==> config.mk <==
export PLATFORM = sky130hd
export DESIGN_NAME = char_lcd_nibble_bus_driver_flat
export DESIGN_NICKNAME = d
export VERILOG_FILES = /design/src/hw/rtl/clnbd_pkg.sv /design/src/hw/rtl/clnbd_req_if.sv /design/src/hw/rtl/clnbd_rsp_if.sv /design/src/hw/rtl/clnbd_csr_if.sv /design/src/hw/rtl/clnbd_ctrl.sv /design/src/hw/rtl/clnbd_dp.sv /design/src/hw/rtl/char_lcd_nibble_bus_driver.sv /design/src/flat_wrapper.sv
export SDC_FILE = /design/constraint.sdc
export NUM_CORES = 1
export LEC_CHECK = 0
export CORE_UTILIZATION = 61
export CTS_CLUSTER_DIAMETER = 120
export DETAILED_ROUTE_END_ITERATION = 10
export DONT_BUFFER_PORTS = 1
export PLACE_DENSITY_LB_ADDON = 0.3
export SLEW_MARGIN = 20
export SYNTH_ARGS = -nofsm -noshare
export SYNTH_HDL_FRONTEND = slang
export SYNTH_SLANG_ARGS = --single-unit
==> constraint.sdc <==
create_clock -name clock -period 10.69 [get_ports clock]
set_input_delay 0 -clock clock [delete_from_list [all_inputs] [get_ports clock]]
set_output_delay 0 -clock clock [all_outputs]
set_load 0.02 [all_outputs]
==> src/hw/rtl/clnbd_pkg.sv <==
package clnbd_pkg;

   // field widths
   localparam int CMD_W   = 3;
   localparam int BYTE_W  = 8;
   localparam int MOVE_W  = 16;
   localparam int WAIT_W  = 20;
   localparam int ADDR_W  = 7;
   localparam int REG_W   = 3;
   localparam int OPS_W   = 4;
   localparam int POS_W   = 3;

   typedef enum logic [CMD_W-1:0] {
      CMD_INIT      = 3'd0,
      CMD_CHAR      = 3'd1,
      CMD_MOVE      = 3'd2,
      CMD_SETPOS    = 3'd3,
      CMD_CLEAR     = 3'd4,
      CMD_HOME      = 3'd5,
      CMD_TOGGLES   = 3'd6,
      CMD_LINE_MODE = 3'd7
   } cmd_type;

   // configuration register indexes
   localparam logic [REG_W-1:0] REG_BACKLIGHT = 3'd0;
   localparam logic [REG_W-1:0] REG_DISPLAY   = 3'd1;
   localparam logic [REG_W-1:0] REG_CURSOR    = 3'd2;
   localparam logic [REG_W-1:0] REG_BLINK     = 3'd3;
   localparam logic [REG_W-1:0] REG_TWO_LINE  = 3'd4;

   // raw expander byte, one nibble, or a full LCD byte
   typedef enum logic [1:0] {
      OP_RAW  = 2'd0,
      OP_NIB  = 2'd1,
      OP_BYTE = 2'd2
   } op_kind_type;

   // LCD instruction codes
   localparam logic [BYTE_W-1:0] LCD_CLEAR    = 8'h01;
   localparam logic [BYTE_W-1:0] LCD_HOME     = 8'h02;
   localparam logic [BYTE_W-1:0] LCD_TOGGLES  = 8'h08;
   localparam logic [BYTE_W-1:0] LCD_FUNC_SET = 8'h20;
   localparam logic [BYTE_W-1:0] LCD_WAKE     = 8'h30;
   localparam logic [BYTE_W-1:0] LCD_SET_ADDR = 8'h80;

   // waits in microseconds
   localparam logic [WAIT_W-1:0] WAIT_POWER  = 20'd1000000;
   localparam logic [WAIT_W-1:0] WAIT_WAKE   = 20'd4600;
   localparam logic [WAIT_W-1:0] WAIT_LONG   = 20'd2000;
   localparam logic [WAIT_W-1:0] WAIT_CMD    = 20'd40;
   localparam logic [WAIT_W-1:0] WAIT_ENABLE = 20'd1;
   localparam logic [WAIT_W-1:0] WAIT_NONE   = 20'd0;

   // address map
   localparam logic [7:0] ONE_LINE_LEN = 8'h50;
   localparam logic [7:0] ROW0_LEN     = 8'h28;
   localparam logic [7:0] ROW1_BASE    = 8'h40;
   localparam logic [7:0] ROW1_LIMIT   = 8'h68;
   localparam logic [7:0] ROW_GAP      = 8'h18;

   // floor(x/5) = (x * RECIP5) >> 16 for x below 4096
   localparam logic [13:0] RECIP5 = 14'd13108;

   localparam logic [OPS_W-1:0] INIT_OPS = 4'd9;
   localparam logic [OPS_W-1:0] LINE_OPS = 4'd3;

   typedef struct packed {
      logic             capture;
      logic             calc;
      logic             update;
      logic             emit;
      logic             last;
      logic [OPS_W-1:0] op_idx;
      logic [POS_W-1:0] pos;
   } ctrl_cmd_type;

   typedef struct packed {
      logic [OPS_W-1:0] n_ops;
      logic             pos_last;
      logic             out_free;
   } dp_sts_type;

endpackage

==> src/hw/rtl/clnbd_req_if.sv <==
interface clnbd_req_if;
   logic                                    valid;
   logic                                    ready;
   logic [clnbd_pkg::CMD_W-1:0]             command;
   logic [clnbd_pkg::BYTE_W-1:0]            char_code;
   logic signed [clnbd_pkg::MOVE_W-1:0]     move_amount;
   logic [clnbd_pkg::BYTE_W-1:0]            line_number;
   logic [clnbd_pkg::BYTE_W-1:0]            column;

   modport source (output valid, command, char_code, move_amount, line_number, column,
                   input ready);
   modport sink   (input valid, command, char_code, move_amount, line_number, column,
                   output ready);
endinterface

==> src/hw/rtl/clnbd_rsp_if.sv <==
interface clnbd_rsp_if;
   logic                          valid;
   logic                          ready;
   logic [clnbd_pkg::BYTE_W-1:0]  expander_byte;
   logic [clnbd_pkg::WAIT_W-1:0]  wait_us;
   logic [clnbd_pkg::ADDR_W-1:0]  cursor_address;
   logic                          last;

   modport source (output valid, expander_byte, wait_us, cursor_address, last,
                   input ready);
   modport sink   (input valid, expander_byte, wait_us, cursor_address, last,
                   output ready);
endinterface

==> src/hw/rtl/clnbd_csr_if.sv <==
interface clnbd_csr_if;
   logic                         valid;
   logic                         ready;
   logic [clnbd_pkg::REG_W-1:0]  index;
   logic                         data;

   modport source (output valid, index, data, input ready);
   modport sink   (input valid, index, data, output ready);
endinterface

==> src/hw/rtl/clnbd_ctrl.sv <==
module clnbd_ctrl (
   input  logic                     clock,
   input  logic                     reset,
   input  logic                     req_valid,
   output logic                     req_ready,
   input  clnbd_pkg::dp_sts_type    sts,
   output clnbd_pkg::ctrl_cmd_type  cmd
);

   typedef enum logic [3:0] {
      ST_IDLE = 4'b0001,
      ST_CALC = 4'b0010,
      ST_ADDR = 4'b0100,
      ST_EMIT = 4'b1000
   } state_type;

   state_type                        state_ff, state_in;
   logic [clnbd_pkg::OPS_W-1:0]      op_idx_ff, op_idx_in;
   logic [clnbd_pkg::POS_W-1:0]      pos_ff, pos_in;
   logic                             op_last;

   assign op_last = (op_idx_ff == (sts.n_ops - 4'd1));

   always_comb begin
      state_in    = state_ff;
      op_idx_in   = op_idx_ff;
      pos_in      = pos_ff;
      req_ready   = 1'b0;
      cmd         = '0;
      cmd.op_idx  = op_idx_ff;
      cmd.pos     = pos_ff;
      unique case (state_ff)
         ST_IDLE: begin
            req_ready = 1'b1;
            if (req_valid) begin
               cmd.capture = 1'b1;
               state_in    = ST_CALC;
            end
         end
         ST_CALC: begin
            cmd.calc = 1'b1;
            state_in = ST_ADDR;
         end
         ST_ADDR: begin
            cmd.update = 1'b1;
            op_idx_in  = '0;
            pos_in     = '0;
            state_in   = ST_EMIT;
         end
         ST_EMIT: begin
            // no ops: invalid position, nothing to send
            if (sts.n_ops == '0) begin
               state_in = ST_IDLE;
            end else if (sts.out_free) begin
               cmd.emit = 1'b1;
               cmd.last = op_last && sts.pos_last;
               if (sts.pos_last) begin
                  pos_in = '0;
                  if (op_last) begin
                     op_idx_in = '0;
                     state_in  = ST_IDLE;
                  end else begin
                     op_idx_in = op_idx_ff + 4'd1;
                  end
               end else begin
                  pos_in = pos_ff + 3'd1;
               end
            end
         end
         default: begin
            state_in = ST_IDLE;
         end
      endcase
   end

   always_ff @(posedge clock) begin
      if (reset) begin
         state_ff  <= ST_IDLE;
         op_idx_ff <= '0;
         pos_ff    <= '0;
      end else begin
         state_ff  <= state_in;
         op_idx_ff <= op_idx_in;
         pos_ff    <= pos_in;
      end
   end

endmodule

==> src/hw/rtl/clnbd_dp.sv <==
module clnbd_dp (
   input  logic                                 clock,
   input  logic                                 reset,
   input  clnbd_pkg::ctrl_cmd_type              cmd,
   output clnbd_pkg::dp_sts_type                sts,
   input  logic [clnbd_pkg::CMD_W-1:0]          req_command,
   input  logic [clnbd_pkg::BYTE_W-1:0]         req_char_code,
   input  logic signed [clnbd_pkg::MOVE_W-1:0]  req_move_amount,
   input  logic [clnbd_pkg::BYTE_W-1:0]         req_line_number,
   input  logic [clnbd_pkg::BYTE_W-1:0]         req_column,
   input  logic                                 csr_write,
   input  logic [clnbd_pkg::REG_W-1:0]          csr_index,
   input  logic                                 csr_data,
   input  logic                                 rsp_ready,
   output logic                                 rsp_valid,
   output logic [clnbd_pkg::BYTE_W-1:0]         rsp_expander_byte,
   output logic [clnbd_pkg::WAIT_W-1:0]         rsp_wait_us,
   output logic [clnbd_pkg::ADDR_W-1:0]         rsp_cursor_address,
   output logic                                 rsp_last
);

   // configuration
   logic backlight_ff, backlight_in;
   logic display_ff, display_in;
   logic cursor_ff, cursor_in;
   logic blink_ff, blink_in;
   logic two_line_ff, two_line_in;

   // captured item
   logic [clnbd_pkg::CMD_W-1:0]   command_ff, command_in;
   logic [clnbd_pkg::BYTE_W-1:0]  char_ff, char_in;
   logic [clnbd_pkg::MOVE_W-1:0]  move_ff, move_in;
   logic [clnbd_pkg::BYTE_W-1:0]  line_ff, line_in;
   logic [clnbd_pkg::BYTE_W-1:0]  column_ff, column_in;

   // move distance, 0..79
   logic [6:0]   dist_ff, dist_in;
   logic [11:0]  mv_hi;
   logic [25:0]  prod;
   logic [9:0]   quo;
   logic [11:0]  quo5;
   logic [2:0]   rem5;
   logic [6:0]   mod_u;
   logic [6:0]   mod_s;

   // address tracking and op count
   logic [clnbd_pkg::ADDR_W-1:0]  addr_ff, addr_in;
   logic [clnbd_pkg::OPS_W-1:0]   n_ops_ff, n_ops_in;
   logic [clnbd_pkg::ADDR_W-1:0]  addr_next;
   logic [clnbd_pkg::OPS_W-1:0]   n_ops_next;

   // current op
   clnbd_pkg::op_kind_type        op_kind;
   logic [clnbd_pkg::BYTE_W-1:0]  op_value;
   logic                          op_rs;
   logic [clnbd_pkg::WAIT_W-1:0]  op_wait;
   logic [clnbd_pkg::BYTE_W-1:0]  set_addr_val;
   logic [clnbd_pkg::BYTE_W-1:0]  func_set_val;
   logic [clnbd_pkg::BYTE_W-1:0]  toggles_val;
   logic [3:0]                    nib;
   logic                          enable;
   logic                          pos_last;
   logic [clnbd_pkg::BYTE_W-1:0]  byte_out;
   logic [clnbd_pkg::WAIT_W-1:0]  wait_out;

   // output register
   logic                          valid_ff, valid_in;
   logic [clnbd_pkg::BYTE_W-1:0]  byte_ff, byte_in;
   logic [clnbd_pkg::WAIT_W-1:0]  wait_ff, wait_in;
   logic [clnbd_pkg::ADDR_W-1:0]  caddr_ff, caddr_in;
   logic                          last_ff, last_in;
   logic                          out_free;

   always_comb begin
      backlight_in = backlight_ff;
      display_in   = display_ff;
      cursor_in    = cursor_ff;
      blink_in     = blink_ff;
      two_line_in  = two_line_ff;
      if (csr_write) begin
         unique case (csr_index)
            clnbd_pkg::REG_BACKLIGHT: backlight_in = csr_data;
            clnbd_pkg::REG_DISPLAY:   display_in   = csr_data;
            clnbd_pkg::REG_CURSOR:    cursor_in    = csr_data;
            clnbd_pkg::REG_BLINK:     blink_in     = csr_data;
            clnbd_pkg::REG_TWO_LINE:  two_line_in  = csr_data;
            default: ;
         endcase
      end
   end

   assign command_in = cmd.capture ? req_command     : command_ff;
   assign char_in    = cmd.capture ? req_char_code   : char_ff;
   assign move_in    = cmd.capture ? req_move_amount : move_ff;
   assign line_in    = cmd.capture ? req_line_number : line_ff;
   assign column_in  = cmd.capture ? req_column      : column_ff;

   // unsigned mod 80 = 16 * ((x >> 4) mod 5) + (x & 15);
   // the sign weight -65536 is -16 mod 80
   assign mv_hi = move_ff[15:4];
   assign prod  = 26'(mv_hi) * 26'(clnbd_pkg::RECIP5);
   assign quo   = prod[25:16];
   assign quo5  = {quo, 2'b00} + {2'b00, quo};
   assign rem5  = mv_hi[2:0] - quo5[2:0];
   assign mod_u = {rem5, move_ff[3:0]};

   always_comb begin
      if (!move_ff[15]) begin
         mod_s = mod_u;
      end else if (mod_u < 7'd16) begin
         mod_s = mod_u + 7'd64;
      end else begin
         mod_s = mod_u - 7'd16;
      end
   end

   assign dist_in = cmd.calc ? mod_s : dist_ff;

   always_comb begin
      logic [7:0] a;
      logic [7:0] m;
      a          = {1'b0, addr_ff};
      m          = a;
      addr_next  = addr_ff;
      n_ops_next = 4'd1;
      unique case (clnbd_pkg::cmd_type'(command_ff))
         clnbd_pkg::CMD_CHAR: begin
            m = a + 8'd1;
            if (!two_line_ff) begin
               if (m >= clnbd_pkg::ONE_LINE_LEN) begin
                  m          = m - clnbd_pkg::ONE_LINE_LEN;
                  n_ops_next = 4'd2;
               end
            end else if (m >= clnbd_pkg::ROW0_LEN && m < clnbd_pkg::ROW1_BASE) begin
               m          = m + clnbd_pkg::ROW_GAP;
               n_ops_next = 4'd2;
            end else if (m >= clnbd_pkg::ROW1_LIMIT) begin
               m          = m - clnbd_pkg::ROW1_LIMIT;
               n_ops_next = 4'd2;
            end
            addr_next = m[6:0];
         end
         clnbd_pkg::CMD_MOVE: begin
            m = a + {1'b0, dist_ff};
            if (!two_line_ff) begin
               if (m >= clnbd_pkg::ONE_LINE_LEN) begin
                  m = m - clnbd_pkg::ONE_LINE_LEN;
               end
            end else if (a < clnbd_pkg::ROW0_LEN) begin
               if (m >= clnbd_pkg::ROW0_LEN) begin
                  m = m + clnbd_pkg::ROW_GAP;
                  if (m >= clnbd_pkg::ROW1_LIMIT) begin
                     m = m - clnbd_pkg::ROW1_LIMIT;
                  end
               end
            end else if (m >= clnbd_pkg::ROW1_LIMIT) begin
               m = m - clnbd_pkg::ROW1_LIMIT;
               if (m >= clnbd_pkg::ROW0_LEN) begin
                  m = m + clnbd_pkg::ROW_GAP;
               end
            end
            addr_next = m[6:0];
         end
         clnbd_pkg::CMD_SETPOS: begin
            n_ops_next = 4'd0;
            if (line_ff == 8'd0) begin
               if ((column_ff < clnbd_pkg::ONE_LINE_LEN && !two_line_ff) ||
                   column_ff < clnbd_pkg::ROW0_LEN) begin
                  addr_next  = column_ff[6:0];
                  n_ops_next = 4'd1;
               end
            end else if (line_ff == 8'd1 && two_line_ff && column_ff < clnbd_pkg::ROW0_LEN) begin
               m          = column_ff + clnbd_pkg::ROW1_BASE;
               addr_next  = m[6:0];
               n_ops_next = 4'd1;
            end
         end
         clnbd_pkg::CMD_TOGGLES: begin
            addr_next = addr_ff;
         end
         clnbd_pkg::CMD_INIT: begin
            addr_next  = '0;
            n_ops_next = clnbd_pkg::INIT_OPS;
         end
         clnbd_pkg::CMD_LINE_MODE: begin
            addr_next  = '0;
            n_ops_next = clnbd_pkg::LINE_OPS;
         end
         clnbd_pkg::CMD_CLEAR, clnbd_pkg::CMD_HOME: begin
            addr_next = '0;
         end
         default: begin
            addr_next = addr_ff;
         end
      endcase
   end

   assign addr_in  = cmd.update ? addr_next  : addr_ff;
   assign n_ops_in = cmd.update ? n_ops_next : n_ops_ff;

   assign set_addr_val = clnbd_pkg::LCD_SET_ADDR | {1'b0, addr_ff};
   assign func_set_val = clnbd_pkg::LCD_FUNC_SET | {4'd0, two_line_ff, 3'd0};
   assign toggles_val  = clnbd_pkg::LCD_TOGGLES | {5'd0, display_ff, cursor_ff, blink_ff};

   // op sequence per command
   always_comb begin
      op_kind  = clnbd_pkg::OP_BYTE;
      op_value = set_addr_val;
      op_rs    = 1'b0;
      op_wait  = clnbd_pkg::WAIT_CMD;
      unique case (clnbd_pkg::cmd_type'(command_ff))
         clnbd_pkg::CMD_INIT: begin
            unique case (cmd.op_idx)
               4'd0: begin
                  op_kind  = clnbd_pkg::OP_RAW;
                  op_value = '0;
                  op_wait  = clnbd_pkg::WAIT_POWER;
               end
               4'd1, 4'd2, 4'd3: begin
                  op_kind  = clnbd_pkg::OP_NIB;
                  op_value = clnbd_pkg::LCD_WAKE;
                  op_wait  = clnbd_pkg::WAIT_WAKE;
               end
               4'd4: begin
                  op_kind  = clnbd_pkg::OP_NIB;
                  op_value = clnbd_pkg::LCD_FUNC_SET;
                  op_wait  = clnbd_pkg::WAIT_NONE;
               end
               4'd5: op_value = func_set_val;
               4'd6: op_value = toggles_val;
               4'd7: begin
                  op_value = clnbd_pkg::LCD_CLEAR;
                  op_wait  = clnbd_pkg::WAIT_LONG;
               end
               default: begin
                  op_value = clnbd_pkg::LCD_HOME;
                  op_wait  = clnbd_pkg::WAIT_LONG;
               end
            endcase
         end
         clnbd_pkg::CMD_CHAR: begin
            if (cmd.op_idx == 4'd0) begin
               op_value = char_ff;
               op_rs    = 1'b1;
               op_wait  = clnbd_pkg::WAIT_NONE;
            end
         end
         clnbd_pkg::CMD_MOVE, clnbd_pkg::CMD_SETPOS: begin
            op_value = set_addr_val;
         end
         clnbd_pkg::CMD_CLEAR: begin
            op_value = clnbd_pkg::LCD_CLEAR;
            op_wait  = clnbd_pkg::WAIT_LONG;
         end
         clnbd_pkg::CMD_HOME: begin
            op_value = clnbd_pkg::LCD_HOME;
            op_wait  = clnbd_pkg::WAIT_LONG;
         end
         clnbd_pkg::CMD_TOGGLES: begin
            op_value = toggles_val;
         end
         clnbd_pkg::CMD_LINE_MODE: begin
            unique case (cmd.op_idx)
               4'd0: begin
                  op_value = clnbd_pkg::LCD_CLEAR;
                  op_wait  = clnbd_pkg::WAIT_LONG;
               end
               4'd1: op_value = func_set_val;
               default: begin
                  op_value = clnbd_pkg::LCD_HOME;
                  op_wait  = clnbd_pkg::WAIT_LONG;
               end
            endcase
         end
         default: ;
      endcase
   end

   // expander byte within the op: nibble, enable high, enable low (twice for a full byte)
   assign nib    = (cmd.pos < 3'd3) ? op_value[7:4] : op_value[3:0];
   assign enable = (cmd.pos == 3'd1) || (cmd.pos == 3'd4);

   always_comb begin
      unique case (op_kind)
         clnbd_pkg::OP_RAW: pos_last = (cmd.pos == 3'd0);
         clnbd_pkg::OP_NIB: pos_last = (cmd.pos == 3'd2);
         default:           pos_last = (cmd.pos == 3'd5);
      endcase
   end

   always_comb begin
      if (op_kind == clnbd_pkg::OP_RAW) begin
         byte_out = op_value;
      end else begin
         byte_out = {nib, backlight_ff, enable, 1'b0, op_rs};
      end
      if (pos_last) begin
         wait_out = op_wait;
      end else if (enable) begin
         wait_out = clnbd_pkg::WAIT_ENABLE;
      end else begin
         wait_out = clnbd_pkg::WAIT_NONE;
      end
   end

   assign out_free = !valid_ff || rsp_ready;

   always_comb begin
      byte_in  = byte_ff;
      wait_in  = wait_ff;
      caddr_in = caddr_ff;
      last_in  = last_ff;
      valid_in = valid_ff && !rsp_ready;
      if (cmd.emit) begin
         byte_in  = byte_out;
         wait_in  = wait_out;
         caddr_in = addr_ff;
         last_in  = cmd.last;
         valid_in = 1'b1;
      end
   end

   always_ff @(posedge clock) begin
      if (reset) begin
         backlight_ff <= 1'b1;
         display_ff   <= 1'b1;
         cursor_ff    <= 1'b0;
         blink_ff     <= 1'b0;
         two_line_ff  <= 1'b1;
         addr_ff      <= '0;
         n_ops_ff     <= '0;
         valid_ff     <= 1'b0;
      end else begin
         backlight_ff <= backlight_in;
         display_ff   <= display_in;
         cursor_ff    <= cursor_in;
         blink_ff     <= blink_in;
         two_line_ff  <= two_line_in;
         addr_ff      <= addr_in;
         n_ops_ff     <= n_ops_in;
         valid_ff     <= valid_in;
      end
   end

   always_ff @(posedge clock) begin
      command_ff <= command_in;
      char_ff    <= char_in;
      move_ff    <= move_in;
      line_ff    <= line_in;
      column_ff  <= column_in;
      dist_ff    <= dist_in;
      byte_ff    <= byte_in;
      wait_ff    <= wait_in;
      caddr_ff   <= caddr_in;
      last_ff    <= last_in;
   end

   assign sts.n_ops    = n_ops_ff;
   assign sts.pos_last = pos_last;
   assign sts.out_free = out_free;

   assign rsp_valid          = valid_ff;
   assign rsp_expander_byte  = byte_ff;
   assign rsp_wait_us        = wait_ff;
   assign rsp_cursor_address = caddr_ff;
   assign rsp_last           = last_ff;

endmodule

==> src/hw/rtl/char_lcd_nibble_bus_driver.sv <==
// Each accepted item goes through capture, move reduction and address update; its
//   expander bytes then leave through the output register at one per cycle while rsp is
//   ready, the emit sequencer setting the pace; the next item is taken once its last byte is emitted.
// Reset (synchronous, active high): idle, address 0, backlight/display/two-line on,
//   cursor and blink off, output register empty.
module char_lcd_nibble_bus_driver (
   input logic          clock,
   input logic          reset,
   clnbd_req_if.sink    req_if,
   clnbd_rsp_if.source  rsp_if,
   clnbd_csr_if.sink    csr_if
);

   // controller and datapath talk only through these two structs
   clnbd_pkg::ctrl_cmd_type  ctl_cmd;
   clnbd_pkg::dp_sts_type    dp_sts;
   logic                     req_ready;

   // register writes are taken at any time and go straight into the config registers
   assign csr_if.ready = 1'b1;
   assign req_if.ready = req_ready;

   // sequencer: idle -> capture -> move reduction -> address update -> byte emission.
   // Once the last byte sits in the output register it returns to idle, so the next
   // item is accepted while that byte still waits for the sink.
   clnbd_ctrl u_ctrl (
      .clock     (clock),
      .reset     (reset),
      .req_valid (req_if.valid),
      .req_ready (req_ready),
      .sts       (dp_sts),
      .cmd       (ctl_cmd)
   );

   // datapath: config registers, item capture, mod-80 reduction (one small multiply),
   // address tracking with row wrap, op decode per command and the output register
   clnbd_dp u_dp (
      .clock              (clock),
      .reset              (reset),
      .cmd                (ctl_cmd),
      .sts                (dp_sts),
      .req_command        (req_if.command),
      .req_char_code      (req_if.char_code),
      .req_move_amount    (req_if.move_amount),
      .req_line_number    (req_if.line_number),
      .req_column         (req_if.column),
      .csr_write          (csr_if.valid),
      .csr_index          (csr_if.index),
      .csr_data           (csr_if.data),
      .rsp_ready          (rsp_if.ready),
      .rsp_valid          (rsp_if.valid),
      .rsp_expander_byte  (rsp_if.expander_byte),
      .rsp_wait_us        (rsp_if.wait_us),
      .rsp_cursor_address (rsp_if.cursor_address),
      .rsp_last           (rsp_if.last)
   );

`ifndef SYNTHESIS
   // one item at a time: busy right after acceptance
   a_busy_after_accept: assert property (@(posedge clock) disable iff (reset)
      req_if.valid && req_if.ready |=> !req_if.ready)
      else $error("item accepted while the previous one is still being expanded");

   // never overwrite a byte the sink has not taken
   a_emit_into_free: assert property (@(posedge clock) disable iff (reset)
      ctl_cmd.emit |-> dp_sts.out_free)
      else $error("expander byte emitted over an untaken byte");

   // the final byte of a run frees the input side
   a_idle_after_last: assert property (@(posedge clock) disable iff (reset)
      ctl_cmd.emit && ctl_cmd.last |=> req_if.ready)
      else $error("sequencer did not return to idle after the final byte");

   // an emitted final byte appears on the port marked as such
   a_last_flag: assert property (@(posedge clock) disable iff (reset)
      ctl_cmd.emit |=> rsp_if.valid && (rsp_if.last == $past(ctl_cmd.last)))
      else $error("output register lost an emitted byte or its final marker");
`endif

endmodule

==> src/flat_wrapper.sv <==
// flat-port wrapper written by rule: the top's interface ports become plain ports
module char_lcd_nibble_bus_driver_flat 
  (clock, reset, req_if_valid, req_if_command, req_if_char_code, req_if_move_amount, req_if_line_number, req_if_column, req_if_ready, rsp_if_valid, rsp_if_expander_byte, rsp_if_wait_us, rsp_if_cursor_address, rsp_if_last, rsp_if_ready, csr_if_valid, csr_if_index, csr_if_data, csr_if_ready);
  clnbd_req_if req_if_i ();
  clnbd_rsp_if rsp_if_i ();
  clnbd_csr_if csr_if_i ();
  input logic clock;
  input logic reset;
  input wire logic [$bits(req_if_i.valid)-1:0] req_if_valid;
  input wire logic [$bits(req_if_i.command)-1:0] req_if_command;
  input wire logic [$bits(req_if_i.char_code)-1:0] req_if_char_code;
  input wire logic [$bits(req_if_i.move_amount)-1:0] req_if_move_amount;
  input wire logic [$bits(req_if_i.line_number)-1:0] req_if_line_number;
  input wire logic [$bits(req_if_i.column)-1:0] req_if_column;
  output wire logic [$bits(req_if_i.ready)-1:0] req_if_ready;
  output wire logic [$bits(rsp_if_i.valid)-1:0] rsp_if_valid;
  output wire logic [$bits(rsp_if_i.expander_byte)-1:0] rsp_if_expander_byte;
  output wire logic [$bits(rsp_if_i.wait_us)-1:0] rsp_if_wait_us;
  output wire logic [$bits(rsp_if_i.cursor_address)-1:0] rsp_if_cursor_address;
  output wire logic [$bits(rsp_if_i.last)-1:0] rsp_if_last;
  input wire logic [$bits(rsp_if_i.ready)-1:0] rsp_if_ready;
  input wire logic [$bits(csr_if_i.valid)-1:0] csr_if_valid;
  input wire logic [$bits(csr_if_i.index)-1:0] csr_if_index;
  input wire logic [$bits(csr_if_i.data)-1:0] csr_if_data;
  output wire logic [$bits(csr_if_i.ready)-1:0] csr_if_ready;
  assign req_if_i.valid = req_if_valid;
  assign req_if_i.command = req_if_command;
  assign req_if_i.char_code = req_if_char_code;
  assign req_if_i.move_amount = req_if_move_amount;
  assign req_if_i.line_number = req_if_line_number;
  assign req_if_i.column = req_if_column;
  assign req_if_ready = req_if_i.ready;
  assign rsp_if_valid = rsp_if_i.valid;
  assign rsp_if_expander_byte = rsp_if_i.expander_byte;
  assign rsp_if_wait_us = rsp_if_i.wait_us;
  assign rsp_if_cursor_address = rsp_if_i.cursor_address;
  assign rsp_if_last = rsp_if_i.last;
  assign rsp_if_i.ready = rsp_if_ready;
  assign csr_if_i.valid = csr_if_valid;
  assign csr_if_i.index = csr_if_index;
  assign csr_if_i.data = csr_if_data;
  assign csr_if_ready = csr_if_i.ready;
  char_lcd_nibble_bus_driver u_core (.clock(clock), .reset(reset), .req_if(req_if_i), .rsp_if(rsp_if_i), .csr_if(csr_if_i));
endmodule
==> impl_metrics.tcl, run 1 <==
set metrics [dict create \
    post-place-ws_ps 4220 \
    area_growth_pct 11.3 \
    hold_viol_final 0 \
    start_util 0.633 \
    yosysWarnings 0 \
    synthArstFlopShare 0 \
    critPathBufInv 3 \
    final_common_cell "inv_1" \
    clock_path_buffers 2 \
    cts_resized 0 \
    routed_wl_um 20000 \
    cp_common_cell "xnor2_1" \
    synth_top_family_by_area "adder cells" \
    cts_made_buffers 9 \
    wl_per_cell_um 19.3 \
    rr_worst_depth 24 \
    grt_max_degree 45 \
    dp_hpwl_um 14600 \
    synthAdderAreaFrac 0.219 \
    core_area_um2 12800 \
    die_y_um 117 \
    grt_pass1_wl_um 32400 \
    diodes 0 \
    dieArea_um2 13700 \
    status "finished clean" \
    drcViolationCount 0 \
    avgSynthCellArea_um2 9.82 \
    grt_antenna_before_repair 0 \
    ant_nets 0 \
    seq_area_um2 2760 \
    max_slew.worst_pin.slew_ps 1090 \
    track_usage 0.316 \
    crit_start "u_core.u_dp.move_ff[5]$_DFFE_PP_" \
    synth_seq_cells 101 \
    h-tree-depth 3 \
    power_leakage_uw 0.00377 \
    crit_arrival_ps 6710 \
    p_per_area_nw_per_um2 228 \
    hp-class "in -> reg" \
    setup_ws_ps 4070 \
    synth_edf_count 74 \
    setup_viol_count_final 0 \
    clk_pin_slew_worst_paths_ps 70 \
    rsz0062_at_grt "false" \
    hold_depth 2 \
    skew_ps 9.30 \
    grt_pass1_vias 6503 \
    cp-start-kind "flop" \
    port-buffer-count 0 \
    rows 41 \
    route.vias.total 6329 \
    path_class "reg -> reg" \
    cp.required_ps 10780 \
    clk_latency_ps 360 \
    vias_per_cell 6.10 \
    fin_crit_sh 0.619 \
    ys.flop_type "edfxtp_1" \
    critPathCaptureType "flop" \
    root_buffer "clkbuf_16" \
    clock.fmax_mhz 151 \
    timing.rr.start "u_core.u_dp.move_ff[5]$_DFFE_PP_" \
    cts.sink_count 101 \
    timing.rr.end "u_core.u_dp.dist_ff[5]$_DFFE_PN_" \
    grt-ovfl-total 0 \
    period_needed_ps 6620 \
    cts_tree "built" \
    drv_slew 0 \
    post_cts_buffers 0 \
    layout_common_cells "inv_1, ha_1, edfxtp_1, a21oi_1, dlygate4sd3_1" \
    tns_ps 0 \
    path_cells "ha_1 > xor2_1 > ha_1 > fa_1 > fa_1 > inv_1 > fa_1 > inv_1 > ha_1 > o21ai_0 > nor2_1 > nand2_1 > a21oi_1 > a2111oi_4 > xnor2_1 > ha_1 > inv_1 > fa_1 > xnor2_1 > xnor2_1 > xnor2_1 > xnor2_1 > xnor2_1 > a21oi_1" \
    slowest_delay_ps 550 \
    min_to "u_core.u_dp.two_line_ff$_SDFFE_PP1P_" \
    drive_above_1_share 0.0601 \
    gp_congestion 0.907 \
    r2r_slack_ps 4070 \
    ys_seq_area_frac 0.342 \
    synth_compound_area_frac 0.153 \
    slowest_stage "edfxtp_1" \
    relSlewSlack 0.273 \
    synth-xor-area-share 0.0379 \
    worstHoldStart "csr_if_valid" \
    synthSimpleGateAreaFrac 0.152 \
    multiInputGateArea_um2 4760 \
    crit_family "adder cells" \
    vdd_ir_drop_max_uv 237 \
    die_w_um 117 \
    n_fill_cell 953 \
    drv_cap 0 \
    synthMuxAreaShare 0.0204 \
    netlist_area_um2 8080 \
    synth_cell_types 89 \
    nets 1034 \
    critPathMaxFanout 7 \
    drt_first_iter_violations 484 \
    drt-pass1-iter-count 5 \
    pin_count 91 \
    syn_inst 823 \
]
==> cells by family after synthesis <==
family,after synthesis
other,2
muxes,15
xor gates and xnor gates,35
buffers and inverters,142
DFF,101
and+or+nand+nor,226
adders and majority gates,123
AOI/OAI and AO/OA,179
==> worst max path at each step <==
| stage | end | slack, ps | cells after the start |
|---|---|---|---|
| floorplan | u_core.u_dp.dist_ff[6]$_DFFE_PN_ | 4710 | 24 |
| global placement | u_core.u_dp.dist_ff[6]$_DFFE_PN_ | 4430 | 24 |
| detailed placement | u_core.u_dp.dist_ff[5]$_DFFE_PN_ | 4220 | 24 |
| CTS | u_core.u_dp.dist_ff[5]$_DFFE_PN_ | 4100 | 24 |
| global route | u_core.u_dp.dist_ff[6]$_DFFE_PN_ | 3770 | 24 |
| finish | u_core.u_dp.dist_ff[5]$_DFFE_PN_ | 4070 | 24 |
==> registers in the layout (all words and copies together), names as in the netlist, 7 cells and up <==
signal                          count
u_core.u_dp.rsp_wait_us             8
u_core.u_dp.dist_ff                 7
u_core.u_dp.column_ff               8
u_core.u_dp.rsp_cursor_address      7
u_core.u_dp.char_ff                 8
u_core.u_dp.addr_ff                 7
u_core.u_dp.move_ff                16
u_core.u_dp.rsp_expander_byte       8
u_core.u_dp.line_ff                 8
==> what timing repair did <==
action,CTS,global route
setup endpoints to repair,0,0
hold buffers,55,0
endpoints found under the hold margin,70,0
==> through the flow <==
stage                      util  total power [uW]  hold WS (ps)  cells  cell area, um2
after global routing      0.704              2210          10.4   1037            9000
final                     0.704              2060          10.1   1037            9000
after CTS                 0.703              2040          2.51   1037            8980
after detailed placement  0.637              1670          79.7    966            8130
after floorplan               -              1450          98.9    828            8100
after global placement    0.637              1580          79.1    966            8130
==> area by class of cell <==
type,count,area share
sequential,101,0.307
inverter,107,0.0446
multi-input combinational,585,0.529
tap,172,0.0239
clock buffer,10,0.0255
clock inverter,6,0.00793
timing repair buffer,56,0.0620
==> layer usage <==
layer | GRT usage | vias to the layer above | share of wire
li1 | - | 2986 | -
met1 | 0.388 | 3050 | 0.40
met2 | 0.534 | 249 | 0.50
met3 | 0.0690 | 44 | 0.065
met4 | 0.141 | 0 | 0.027
met5 | 0 | - | 0
==> Yosys cell counts, types with 8 or more instances <==
cell,number,area [um2]
inv_1,104,390
ha_1,91,1140
edfxtp_1,74,2220
a21oi_1,55,275
nor2_1,54,203
nand2_1,46,173
o21ai_0,33,165
fa_1,31,621
dfxtp_1,27,541
xnor2_1,19,166
nor3_1,18,90.1
nand3_1,17,85.1
clkbuf_1,16,60.1
xor2_1,16,140
nor2b_1,15,93.8
buf_4,14,105
mux2i_1,12,120
o211ai_1,12,90.1
nand2b_1,9,56.3
a21o_1,8,60.1
and2_1,8,50.1
and3_1,8,50.1
==> report_power, final <==
| group | leakage [uW] | total, uW | switching [uW] | internal (uW) |
|---|---|---|---|---|
| clock | 0.000145 | 336 | 152 | 184 |
| sequential | 0.000918 | 501 | 21.8 | 479 |
| combinational | 0.00271 | 1220 | 685 | 533 |
| total | 0.00377 | 2060 | 859 | 1200 |
Power figures use the tool's default switching activity.
==> inputs of run 2 (changes only) <==
==> constraint.sdc (replaced) <==
create_clock -name clock -period 6.24 [get_ports clock]
set_input_delay 0 -clock clock [delete_from_list [all_inputs] [get_ports clock]]
set_output_delay 0 -clock clock [all_outputs]
set_load 0.02 [all_outputs]
==> impl_metrics.tcl, run 2 (synthesis results as in run 1) <==
set metrics [dict create \
    nets 1044 \
    pin_count 91 \
    p_per_area_nw_per_um2 421 \
    stdcell_count 1048 \
    rsz0062_at_grt "false" \
    drv_cap 0 \
    slowest_stage "fa_1" \
    cts.sink_count 101 \
    route.vias.total 6455 \
    skew_ps 10.2 \
    cts_tree "built" \
    final_cell_area_um2 9200 \
    setup_viol_count_final 0 \
    cp_common_cell "xnor2_1" \
    dp_hpwl_um 14600 \
    wl_per_cell_um 19.7 \
    critPathCaptureType "flop" \
    largest_register_ff_count 16 \
    gp_congestion 0.900 \
    final_core_util 0.720 \
    power_leakage_uw 0.00382 \
    hp-class "in -> reg" \
    cp-start-kind "flop" \
    grt_pass1_vias 6564 \
    drt-pass1-iter-count 5 \
    drcViolationCount 0 \
    slowest_delay_ps 550 \
    grt_pass1_wl_um 32800 \
    grt_max_degree 45 \
    hold_viol_final 0 \
    clock_path_buffers 2 \
    fin_crit_sh 0.969 \
    clk_latency_ps 360 \
    core_area_um2 12800 \
    period_needed_ps 6050 \
    clk_pin_slew_worst_paths_ps 70 \
    ant_nets 0 \
    vias_per_cell 6.16 \
    critPathMaxFanout 4 \
    vdd_ir_drop_max_uv 542 \
    die_y_um 117 \
    routed_wl_um 20700 \
    root_buffer "clkbuf_16" \
    drt_first_iter_violations 580 \
    grt-ovfl-total 0 \
    crit_family "adder cells" \
    relSlewSlack 0.256 \
    cts_made_buffers 9 \
    status "finished clean" \
    drv_slew 0 \
    port-buffer-count 0 \
    max_slew.worst_pin.slew_ps 1120 \
    start_util 0.633 \
    critPathBufInv 7 \
    die_w_um 117 \
    drive_above_1_share 0.0949 \
    clock.fmax_mhz 165 \
    n_fill_cell 904 \
    grt_antenna_before_repair 1 \
    area_growth_pct 13.8 \
    largest_register "u_core.u_dp.move_ff" \
    dieArea_um2 13700 \
    rows 41 \
    dp.cells 971 \
    postPlaceCellArea_um2 8170 \
    hold_slack_ps 28.1 \
    track_usage 0.318 \
    h-tree-depth 3 \
    final_common_cell "inv_1" \
    crit_arrival_ps 6250 \
    path_class "reg -> reg" \
    layout_common_cells "inv_1, ha_1, edfxtp_1, a21oi_1, dlygate4sd3_1" \
    cp.required_ps 6440 \
]
## run 2: cell types whose count changed in the layout (fill, tap and decap cells not counted), sizes merged
cell / before / now
diode: 0 / 1
dlygate4sd3: 55 / 53
bufinv: 1 / 0
buf: 1 / 13
clkinv: 4 / 3
clkbuf: 10 / 12
## run 2: cell type report
class	instances	area (um2)	share of cell area
diodes	1	2.50	0.000272
clock buffers	12	258	0.0280
clock inverters	4	30.0	0.00326
inverters	107	402	0.0437
multi-input cells	585	4900	0.532
flip-flops and latches	101	2760	0.300
well taps	172	215	0.0234
repair buffers	66	632	0.0687
## run 2: repair_timing
item                                    in CTS  in global routing
pin swaps                                    2                 24
gates resized for setup                      2                 22
hold buffers                                53                  0
endpoints found under the setup margin       3                  3
hold endpoints to repair                    70                  0
buffers inserted                             1                  6
## run 2: metal layers
metal	GRT usage	up-vias	part of all wire
li1	-	2997	-
met1	0.399	3130	0.40
met2	0.549	275	0.50
met3	0.0618	53	0.072
met4	0.111	0	0.034
met5	0	-	0
## run 2: power breakdown
| group | switching [uW] | internal, uW |
|---|---|---|
| clock network | 257 | 298 |
| registers | 35.4 | 821 |
| logic | 1300 | 1160 |
## run 2: through the flow
| step | setup TNS, ps | total power, uW | setup WS (ps) |
|---|---|---|---|
| 6_report | 0 | 3870 | 192 |
| 5_1_grt | 0 | 4180 | 11.2 |
| 4_1_cts | 0 | 3540 | 3.80 |
| 3_5_place_dp | -475 | 2840 | -165 |
| 3_3_place_gp | 0 | 2690 | 86.4 |
| 2_1_floorplan | 0 | 2480 | 262 |
## run 2: worst paths after layout
kind                                                       start                                     to  slack [ps]  cells past startpoint
worst max-delay path            u_core.u_dp.move_ff[5]$_DFFE_PP_       u_core.u_dp.dist_ff[6]$_DFFE_PN_         190                     25
worst min-delay path                             csr_if_index[2]  u_core.u_dp.backlight_ff$_SDFFE_PP1P_          30                      2
worst max register to register  u_core.u_dp.move_ff[5]$_DFFE_PP_       u_core.u_dp.dist_ff[6]$_DFFE_PN_         190                     25
worst min register to register  u_core.u_dp.move_ff[3]$_DFFE_PP_       u_core.u_dp.dist_ff[3]$_DFFE_PN_         430                      0
==> inputs of run 3 (changes only) <==
--- a/config.mk
+++ b/config.mk
@@ -5,6 +5,7 @@
 export SDC_FILE = /design/constraint.sdc
 export NUM_CORES = 1
 export LEC_CHECK = 0
+export CORE_MARGIN = 4
 export CORE_UTILIZATION = 61
 export CTS_CLUSTER_DIAMETER = 120
 export DETAILED_ROUTE_END_ITERATION = 10
==> impl_metrics.tcl, run 3 (synthesis results as in run 1) <==
set metrics [dict create \
    routed_wl_um 21500 \
    crit_arrival_ps 6160 \
    vdd_ir_drop_max_uv 553 \
    root_buffer "clkbuf_16" \
    pin_count 91 \
    track_usage 0.283 \
    critPathMaxFanout 4 \
    drt_first_iter_violations 444 \
    slowest_stage "fa_1" \
    period_needed_ps 6070 \
    start_util 0.633 \
    postPlaceCellArea_um2 8180 \
    max_slew.worst_pin.slew_ps 1030 \
    grt-ovfl-total 0 \
    wl_per_cell_um 20.2 \
    clock.fmax_mhz 165 \
    vias_per_cell 6.03 \
    core_area_um2 12800 \
    n_fill_cell 890 \
    grt_pass1_wl_um 33200 \
    fin_crit_sh 0.973 \
    hold_viol_final 0 \
    status "finished clean" \
    die_w_um 123 \
    post-place-ws_ps -48.9 \
    grt_pass1_vias 6568 \
    rows 41 \
    port-buffer-count 0 \
    slowest_delay_ps 500 \
    final_common_cell "inv_1" \
    drive_above_1_share 0.108 \
    p_total_uw 3930 \
    clock_path_buffers 2 \
    stdcell_count 1061 \
    setup_ws_ps 170 \
    largest_register "u_core.u_dp.move_ff" \
    layout_common_cells "inv_1, ha_1, edfxtp_1, a21oi_1, dlygate4sd3_1" \
    drv_slew 0 \
    hold_slack_ps 32.3 \
    p_per_area_nw_per_um2 422 \
    cp-start-kind "flop" \
    critPathCaptureType "flop" \
    drt-pass1-iter-count 5 \
    dp.cells 973 \
    gp_congestion 0.915 \
    cp.required_ps 6330 \
    power_leakage_uw 0.00389 \
    die_y_um 123 \
    setup_viol_count_final 0 \
    cts.sink_count 101 \
    cts_made_buffers 9 \
    skew_ps 6.78 \
    route.vias.total 6394 \
    drv_cap 0 \
    ant_nets 0 \
    hp-class "in -> reg" \
    h-tree-depth 3 \
    cts_tree "built" \
    clk_latency_ps 350 \
    dp_hpwl_um 14800 \
    clk_pin_slew_worst_paths_ps 70 \
    relSlewSlack 0.311 \
    drcViolationCount 0 \
    final_cell_area_um2 9310 \
    grt_antenna_before_repair 1 \
    dieArea_um2 15200 \
    nets 1057 \
    area_growth_pct 15.2 \
    path_class "reg -> reg" \
    cp_common_cell "xnor2_1" \
    grt_max_degree 45 \
    largest_register_ff_count 16 \
]
-- run 3: worst max-delay path: cells and delay by family, from the launching register on --
| kind | cells | cell delay (ps) |
|---|---|---|
| flops | 1 | 490 |
| simple gates | 1 | 70 |
| buf+inv | 6 | 680 |
| compound gates | 3 | 610 |
| fa+ha+maj | 8 | 2790 |
| xor+xnor | 7 | 1170 |
-- run 3: final timing paths --
path / cells past startpoint / slack, ps / endpoint / from
worst max register to register: 25 / 170 / u_core.u_dp.dist_ff[5]$_DFFE_PN_ / u_core.u_dp.move_ff[6]$_DFFE_PP_
worst min-delay path: 2 / 30 / u_core.u_dp.backlight_ff$_SDFFE_PP1P_ / csr_if_index[1]
worst max-delay path: 25 / 170 / u_core.u_dp.dist_ff[5]$_DFFE_PN_ / u_core.u_dp.move_ff[6]$_DFFE_PP_
worst min register to register: 0 / 430 / u_core.u_dp.dist_ff[3]$_DFFE_PN_ / u_core.u_dp.move_ff[3]$_DFFE_PP_
-- run 3: layout make-up --
type	count	area, um2	share of cell area
Multi-Input combinational cell	585	4900	0.527
Tap cell	172	215	0.0231
Inverter	107	402	0.0431
Clock inverter	5	33.8	0.00363
Clock buffer	11	254	0.0273
Antenna cell	1	2.50	0.000269
Sequential cell	101	2760	0.297
Timing Repair Buffer	79	736	0.0790
-- run 3: stage by stage --
step	util	setup TNS (ps)
2_1_floorplan	-	0
3_3_place_gp	0.641	0
3_5_place_dp	0.641	-128
4_1_cts	0.706	0
5_1_grt	0.729	-229
6_report	0.729	0
-- run 3: timing repair --
action	in CTS	in global routing
setup endpoints to repair	3	3
resized for setup	0	24
hold buffers	54	0
hold endpoints to repair	70	0
setup buffers	1	17
pin swaps	2	29
-- run 3: power by group --
group | switching [uW] | internal [uW] | leakage (uW)
Clock | 258 | 296 | 0.000142
Combinational | 1310 | 1210 | 0.00283
Sequential | 35.2 | 820 | 0.000918
Total | 1610 | 2320 | 0.00389
-- run 3: layer usage --
metal / routed length (um) / track usage / up-vias / part of all wire
li1: - / - / 3023 / -
met2: 10600 / 0.482 / 248 / 0.49
met3: 1320 / 0.0489 / 55 / 0.062
met1: 8830 / 0.363 / 3068 / 0.41
met4: 695 / 0.107 / 0 / 0.032
met5: 0 / 0 / - / 0
